==> src/rtl/cgs_pkg.sv <==
`timescale 1ns / 1ps
// ----------------------------------------------------------------------------
// cgs_pkg
// Shared constants for the cylindrical gradient shader: register indexes,
// reset values, arctangent table and divide-by-1000 reciprocal.
// ----------------------------------------------------------------------------
package cgs_pkg;

    localparam int CORDIC_STEPS_DEF = 16;
    localparam int ANGLE_BITS_DEF   = 16;
    localparam int ATAN_LEN         = 24;

    // x and z grow by the cordic gain, 36 bits keeps the sign clear
    localparam int CORDIC_W = 36;

    // configuration register indexes
    localparam logic [1:0] REG_CYCLE_COUNT  = 2'd0;
    localparam logic [1:0] REG_SWIRL_ENABLE = 2'd1;
    localparam logic [1:0] REG_NEAR_COLOR   = 2'd2;
    localparam logic [1:0] REG_FAR_COLOR    = 2'd3;

    localparam logic [15:0] CYCLE_COUNT_RST = 16'd256;
    localparam logic        SWIRL_RST       = 1'b0;
    localparam logic [23:0] NEAR_COLOR_RST  = 24'hFFFFFF;
    localparam logic [23:0] FAR_COLOR_RST   = 24'h000000;

    // turn fractions of atan(2^-i), Q0.32
    localparam logic [31:0] ATAN_TURNS [0:ATAN_LEN-1] = '{
        32'h20000000, 32'h12E4051E, 32'h09FB385B, 32'h051111D4,
        32'h028B0D43, 32'h0145D7E1, 32'h00A2F61E, 32'h00517C55,
        32'h0028BE53, 32'h00145F2F, 32'h000A2F98, 32'h000517CC,
        32'h00028BE6, 32'h000145F3, 32'h0000A2F9, 32'h0000517C,
        32'h000028BE, 32'h0000145F, 32'h00000A2F, 32'h00000517,
        32'h0000028B, 32'h00000145, 32'h000000A2, 32'h00000051
    };

    // digit divider: floor(v / 1000) = (v * DIV_MUL) >> DIV_SHIFT for v < 2^18
    localparam int          DIV_W      = 18;
    localparam int          DIV_MUL_W  = 19;
    localparam int          DIV_SHIFT  = 28;
    localparam logic [18:0] DIV_MUL    = 19'd268436;
    localparam logic [17:0] DIV_BASE   = 18'd1000;
    localparam int          DIV_UNITS  = 5;
    localparam int          SWIRL_LAT  = 2 * DIV_UNITS;
    // multiple of 1000 that lifts the integer part of y above zero
    localparam logic [17:0] SWIRL_OFFSET = 18'd33000;

endpackage

==> src/rtl/cgs_swirl.sv <==
`timescale 1ns / 1ps
// ----------------------------------------------------------------------------
// cgs_swirl
// Fraction of y/1000 as a Q0.32 turn value, by a chain of radix-256
// divide-by-1000 digit units, two register stages per unit.
// ----------------------------------------------------------------------------
module cgs_swirl
    import cgs_pkg::*;
(
    input  logic               clk,
    input  logic               en,
    input  logic signed [31:0] y_coord,
    output logic        [31:0] swirl_frac
);

    logic [DIV_W-1:0] v_reg    [0:DIV_UNITS-1];
    logic [7:0]       q_reg    [0:DIV_UNITS-1];
    logic [9:0]       rem_reg  [0:DIV_UNITS-1];
    logic [15:0]      fa_reg   [0:DIV_UNITS-1];
    logic [15:0]      fb_reg   [0:DIV_UNITS-1];
    logic [31:0]      acca_reg [0:DIV_UNITS-1];
    logic [31:0]      accb_reg [0:DIV_UNITS-1];

    genvar k;
    generate
        for (k = 0; k < DIV_UNITS; k++) begin : g_unit
            logic [DIV_W-1:0]           v_next;
            logic [15:0]                f_next;
            logic [31:0]                acc_next;
            logic [DIV_W+DIV_MUL_W-1:0] prod;
            logic [7:0]                 q_next;
            logic [DIV_W-1:0]           q_times;
            logic [DIV_W-1:0]           diff;

            if (k == 0) begin : g_first
                // unit zero reduces the integer part of y modulo 1000
                assign v_next   = {{2{y_coord[31]}}, y_coord[31:16]} + SWIRL_OFFSET;
                assign f_next   = y_coord[15:0];
                assign acc_next = '0;
            end
            else begin : g_digit
                logic [7:0] byte_in;
                if (k == 1) begin : g_hi
                    assign byte_in = fb_reg[k-1][15:8];
                end
                else if (k == 2) begin : g_lo
                    assign byte_in = fb_reg[k-1][7:0];
                end
                else begin : g_zero
                    assign byte_in = 8'h00;
                end
                assign v_next   = {rem_reg[k-1], byte_in};
                assign f_next   = fb_reg[k-1];
                assign acc_next = accb_reg[k-1];
            end

            assign prod    = (DIV_W + DIV_MUL_W)'(v_next) * (DIV_W + DIV_MUL_W)'(DIV_MUL);
            assign q_next  = prod[DIV_SHIFT +: 8];
            assign q_times = DIV_W'(q_reg[k]) * DIV_BASE;
            assign diff    = v_reg[k] - q_times;

            always_ff @(posedge clk)
            begin
                if (en)
                begin
                    v_reg[k]    <= v_next;
                    q_reg[k]    <= q_next;
                    fa_reg[k]   <= f_next;
                    acca_reg[k] <= acc_next;
                    rem_reg[k]  <= diff[9:0];
                    fb_reg[k]   <= fa_reg[k];
                    if (k == 0)
                    begin
                        accb_reg[k] <= '0;
                    end
                    else
                    begin
                        accb_reg[k] <= {acca_reg[k][23:0], q_reg[k]};
                    end
                end
            end
        end
    endgenerate

    assign swirl_frac = accb_reg[DIV_UNITS-1];

endmodule

==> config.mk <==
export PLATFORM = sky130hd
export DESIGN_NAME = cgs_swirl
export DESIGN_NICKNAME = d
export VERILOG_FILES = /design/src/rtl/cgs_pkg.sv /design/src/rtl/cgs_swirl.sv
export SDC_FILE = /design/constraint.sdc
export NUM_CORES = 1
export LEC_CHECK = 0
export ABC_AREA = 1
export BUFFER_PORTS_ARGS = -buffer_cell sky130_fd_sc_hd__buf_4
export CORE_AREA = 2 2 224 226
export CTS_BUF_LIST = sky130_fd_sc_hd__clkbuf_4
export DETAILED_ROUTE_END_ITERATION = 7
export DIE_AREA = 0 0 226 228
export GPL_ROUTABILITY_DRIVEN = 0
export GPL_TIMING_DRIVEN = 0
export PLACE_DENSITY = 0.74
export RECOVER_POWER = 25
export SKIP_CTS_REPAIR_TIMING = 1
export SYNTH_ARGS = -nofsm -noshare
export SYNTH_HDL_FRONTEND = slang
export SYNTH_SLANG_ARGS = --single-unit
==> constraint.sdc <==
create_clock -name clk -period 13.7 [get_ports clk]
set_input_delay 0.685 -clock clk [delete_from_list [all_inputs] [get_ports clk]]
set_output_delay 0.685 -clock clk [all_outputs]
set_load 0.01 [all_outputs]
==> results of run 1 <==
## cells in the mapped netlist
cell and n:
or2_2 3, nand2_2 6, a31oi_1 3, and3b_1 1, o21a_1 3, and3_1 4
a21oi_2 1, xor2_4 1, xor2_1 46, nand2_1 563, nor2_2 1, a31oi_4 1
buf_4 32, nor3_2 1, nand4_1 22, a21o_1 11, nor2_1 162, a21oi_1 127
fa_1 168, edfxtp_1 283, o21bai_1 11, nand3_1 90, clkbuf_2 1, nor4_1 5
nand2b_1 1, a21boi_0 5, o21ai_0 75, nand3b_1 8, a211oi_1 1, and2_1 4
o211ai_1 1, nor3b_1 5, xnor2_1 32, inv_1 663, nor3_1 30, inv_2 2
ha_1 630
## worst reg2reg max path, delay by kind of cell (launching register included)
kind,cells,cell delay (ns)
fa+ha+maj,7,3.01
flops,1,0.62
compound gates,3,0.52
simple gates,4,0.30
buf+inv,3,0.18
## path summary, 6_finish.rpt
check | startpoint | to | slack (ns) | cells past startpoint
worst max-delay path | y_coord[19] | q_reg[0][2] | 8.25 | 22
worst min-delay path | y_coord[15] | fa_reg[0][15] | 0.09 | 1
worst max register to register | fb_reg[0][22] | q_reg[2][4] | 8.82 | 17
worst min register to register | accb_reg[0][105] | acca_reg[0][137] | 0.37 | 0
## metrics by stage
| stage | cells | utilization, % | setup slack (ns) | hold WS, ns | instance area [um2] |
|---|---|---|---|---|---|
| floorplan | 3003 | - | 8.47 | 0.400 | 28200 |
| global placement | 3739 | 59.9 | 7.67 | 0.400 | 29500 |
| detailed placement | 3741 | 60.0 | 7.57 | 0.405 | 29600 |
| CTS | 3865 | 61.8 | 8.42 | -0.0308 | 30500 |
| global route | 3874 | 61.9 | 8.04 | 0.0293 | 30500 |
| finish | 3874 | 61.9 | 8.25 | 0.0895 | 30500 |
## routing by layer
metal,part of all wire (%),global-route usage [%]
met5,0,0
met4,3.1,8.26
met3,4.1,3.95
met2,50,38.6
met1,42,26.1
## cell families (layout without fill, tap and decap cells)
family	after synthesis	count (layout)	share of synthesized area [%]
simple gates	906	906	13.2
fa+ha+maj	798	798	39.8
buf+inv	698	894	9.71
flops	283	283	30.1
compound gates	239	239	4.61
xor+xnor	79	79	2.52
other cells	0	3	0
## layout by cell type, fill, tap and decap left out, types with 30 or more instances in the layout
master and n:
buf_4 81, xnor2_1 32, edfxtp_1 283, fa_1 168
clkbuf_4 112, inv_1 663, nand2_1 563, xor2_1 46
ha_1 630, nor3_1 30, a21oi_1 127, o21ai_0 75
nor2_1 162, nand3_1 90
## final cells by class
cell class                 count  area [um2]  area share (%)
buffer                        33         245           0.803
timing repair buffer          72         577            1.89
clock buffer                 102         766            2.51
multi-input combinational   2022       17000            55.6
inverter                     665        2500            8.17
tap                          672         841            2.75
clock inverter                22         135           0.442
antenna                        3        7.51          0.0246
sequential                   283        8500            27.8
==> run summary, run 1 <==
Status -> complete, but fails checks
Failing checks -> capacitance limit, slew limit
Worst Skew -> 0.0516 ns
Number of remaining DRC errors -> 0
Yosys top cell area share -> 30.1%
Wirelength per Cell -> 13.9 um
Max-slew violations -> 38
Synth warn -> 0
Num CTS Buffers -> 76
CP max-delay cell -> xor2_1
Port bufs -> 64
CTS tree -> yes
Biggest cell delay along the critical path -> 0.78 ns
Largest net degree at the start of global routing -> 133
RSZ-0062 raised after global routing -> false
Pre-antenna DRT Iters -> 5
Total negative slack -> 0 ns
Clk sinks -> 283
Hold Crit Class -> in -> reg
Endpoint type of the worst setup path -> flop
Max reg flops -> 79
Least-Margin Pin Slew -> 2.24 ns
Syn avg cell area -> 9.40 um2
Fillcell total -> 4044
CTS max path bufs -> 3
Largest cells by area after synthesis -> edfxtp_1 30%, ha_1 28%, fa_1 12%
GRT Resource Usage Total -> 21.8%
Seq/Total Area, Yosys -> 30.1%
Vias per cell -> 5.16
Critical Path RT -> 14.21 ns
Final setup violation count -> 0
Setup CP Type -> in -> reg
CTS HTree Levels -> 3
Initial antenna violation count -> 2
Global-route wire length before repair -> 91.2 mm
Layout area overhead -> 8.24%
Max Fanout on Critical Path -> 7
Critical path buffers and inverters -> 5
Core Region -> 49300 um2
Final ANT Viol Nets -> 0
Final nets -> 3985
Crit path cell chain -> clkbuf_1 > a21oi_2 > xor2_1 > ha_1 > ha_1 > fa_1 > inv_1 > fa_1 > inv_1 > fa_1 > inv_1 > fa_1 > inv_1 > ha_1 > a21oi_1 > o21ai_0 > nand2_1 > nand3_1 > nor2_1 > nand2_1 > nand2_1 > nand2_1
DRT iter0 DRCs -> 829
Die Span Y -> 228 um
Count of different cell masters after synthesis -> 37
DIE AREA -> 51500 um2
Layout cell share with drive strength beyond 1 -> 7.03%
Die extent in x -> 226 um
Worst path top cell family by delay -> adder cells
Grt total ovfl -> 0
Period utilization -> 39.8%
CTS clk-pin slew, worst paths -> 0.06 ns
#FFs+latches synth -> 283
Mapped Cells -> 3003
Synth area leader -> edfxtp_1
Latest clock arrival within the worst-skew pair -> 0.79 ns
Number of global-route vias before repair -> 20600
Arrival time at the worst endpoint -> 5.96 ns
DP HPWL -> 43.9 mm
Post-Synthesis Net Count -> 3835
Final hold viol count -> 0
Post-Route WL -> 54.0 mm
Worst setup SP type -> input pin
Number of max-cap violations -> 1
Slew margin rel. -> -49.6%
Initial core utilization -> 57.2%
Clk root buf -> clkbuf_4
Top Ports -> 66
Routed vias -> 20000
Minimum clock period -> 5.45 ns
Fmax -> 184 MHz
Synthesized area -> 28200 um2
Row count -> 82
Power of run 1 is not shown: default switching activity piles up to over one toggle a cycle in this logic, so the estimate is an artifact.
==> inputs of run 2 (changes only) <==
--- a/config.mk
+++ b/config.mk
@@ -13,7 +13,7 @@
 export DIE_AREA = 0 0 226 228
 export GPL_ROUTABILITY_DRIVEN = 0
 export GPL_TIMING_DRIVEN = 0
-export PLACE_DENSITY = 0.74
+export PLACE_DENSITY = 0.77
 export RECOVER_POWER = 25
 export SKIP_CTS_REPAIR_TIMING = 1
 export SYNTH_ARGS = -nofsm -noshare
==> constraint.sdc (replaced) <==
create_clock -name clk -period 4.8 [get_ports clk]
set_input_delay 0.24 -clock clk [delete_from_list [all_inputs] [get_ports clk]]
set_output_delay 0.24 -clock clk [all_outputs]
set_load 0.01 [all_outputs]
==> run 2 against run 1 <==
  * The flow still finishes with violations (capacitance limit, slew limit)
  * Sequential share of layout area down 0.67 points
  * Sequential cell count unchanged
  * Worst hold slack better by 0.024 ns
  * Routed wire length up 4.0%
  * Global-route usage up 0.53 points
  * Via count up 1.4%
  * Worst setup slack worse by 8.1 ns
  * Critical endpoint is now q_reg[1][0]
==> run summary, run 2 (same netlist as run 1, synthesis figures left out) <==
Hold WS -> 0.114 ns
Grt total ovfl -> 0
Endpoint type of the worst setup path -> flop
DP HPWL -> 43.8 mm
Final WS setup -> 0.130 ns
DIE AREA -> 51500 um2
DRT iter0 DRCs -> 945
Minimum clock period -> 4.67 ns
Final nets -> 4049
Slew margin rel. -> -67.9%
Setup CP Type -> reg -> reg
Number of max-cap violations -> 1
Commonest non-fill, non-tap cell in the layout -> inv_1
Top Ports -> 66
Row count -> 82
Worst Skew -> 0.0386 ns
Final core utilization -> 63.4%
Least-Margin Pin Slew -> 2.52 ns
Number of remaining DRC errors -> 0
Status -> complete, but fails checks
CTS tree -> yes
Final ANT Viol Nets -> 0
GRT Resource Usage Total -> 22.3%
Die extent in x -> 226 um
Port bufs -> 64
Die Span Y -> 228 um
Period utilization -> 97.3%
RR Endpoint -> q_reg[1][0]
Hold path startpoint -> y_coord[20]
Number of global-route vias before repair -> 20700
Initial core utilization -> 57.2%
FF-to-FF Start -> fb_reg[0][14]
Critical Path RT -> 5.34 ns
Hold depth -> 3
Wirelength per Cell -> 14.2 um
Final setup violation count -> 0
Max reg flops -> 79
CTS HTree Levels -> 3
CTS clk-pin slew, worst paths -> 0.06 ns
Max Fanout on Critical Path -> 6
Core Region -> 49300 um2
Global-route wire length before repair -> 93.8 mm
Setup WS pre-CTS -> -1.00 ns
Fmax -> 214 MHz
Largest net degree at the start of global routing -> 131
Pre-antenna DRT Iters -> 5
Fillcell total -> 3928
Hold EP -> v_reg[0][4]
R2R depth -> 16
Layout cell share with drive strength beyond 1 -> 9.04%
Worst setup SP type -> flop
Hold Crit Class -> in -> reg
Clk sinks -> 283
Failing checks -> capacitance limit, slew limit
Layout area overhead -> 10.9%
Arrival time at the worst endpoint -> 5.21 ns
Final hold viol count -> 0
Initial antenna violation count -> 3
Clk root buf -> clkbuf_4
Most frequent cells in the layout -> 663 x inv_1, 625 x ha_1, 560 x nand2_1
Max-slew violations -> 43
Total negative slack -> 0 ns
Vias per cell -> 5.15
Routed vias -> 20300
Num CTS Buffers -> 78
Slack of the worst reg-to-reg path -> 0.13 ns
Post-Route WL -> 56.1 mm
Latest clock arrival within the worst-skew pair -> 0.81 ns
CTS max path bufs -> 3
[run 2: changes by cell type in the layout (fill, tap and decap cells not counted), sizes merged]
cell | previous run | this run
buf | 83 | 119
dlygate4sd3 | 6 | 27
clkbuf | 118 | 126
inv | 670 | 666
clkinv | 15 | 17
diode | 3 | 5
[run 2: cell type report]
type	count	area, um2	area share, %
Multi-Input combinational cell	2022	17200	54.9
Clock inverter	20	120	0.384
Antenna cell	5	12.5	0.0400
Buffer	33	245	0.784
Sequential cell	283	8500	27.2
Inverter	665	2500	7.98
Tap cell	672	841	2.69
Timing Repair Buffer	134	1100	3.51
Clock buffer	105	788	2.52
[run 2: through the flow]
| stage | instance area (um2) | cells |
|---|---|---|
| after floorplan | 28200 | 3003 |
| after global placement | 29500 | 3739 |
| after detailed placement | 29600 | 3741 |
| after CTS | 30500 | 3866 |
| after global routing | 31300 | 3939 |
| final | 31300 | 3939 |
[run 2: critical path: stages, from the launching register on]
cell      delay, ns
edfxtp_1       0.55
ha_1           0.35
ha_2           0.20
fa_1           0.53
inv_1          0.05
fa_1           0.50
inv_1          0.06
fa_1           0.44
fa_1           0.41
ha_1           0.37
nand2_1        0.16
nor2_2         0.13
nand2_1        0.08
nor3b_1        0.20
o21ai_1        0.15
nand4_1        0.14
nand2_1        0.08
[run 2: metal layers]
| layer | GRT usage, % | wire length (um) | share of wire [%] | up-vias |
|---|---|---|---|---|
| met5 | 0 | 13 | 0.023 | - |
| met4 | 8.09 | 1370 | 2.4 | 2 |
| met1 | 26.9 | 23600 | 42 | 9515 |
| li1 | - | - | - | 10200 |
| met3 | 4.01 | 2400 | 4.3 | 117 |
| met2 | 39.5 | 28700 | 51 | 424 |
[run 2: how the worst max path moves through the flow]
stage / cells after the start / end / slack [ns] / from
floorplan: 22 / q_reg[0][5] / 0.01 / y_coord[20]
global placement: 23 / q_reg[0][2] / -0.87 / y_coord[19]
detailed placement: 23 / q_reg[0][2] / -1.00 / y_coord[19]
CTS: 23 / q_reg[0][2] / -0.12 / y_coord[19]
global route: 16 / q_reg[1][0] / -0.05 / fb_reg[0][14]
finish: 16 / q_reg[1][0] / 0.13 / fb_reg[0][14]
Power of run 2 is left out for the same reason.
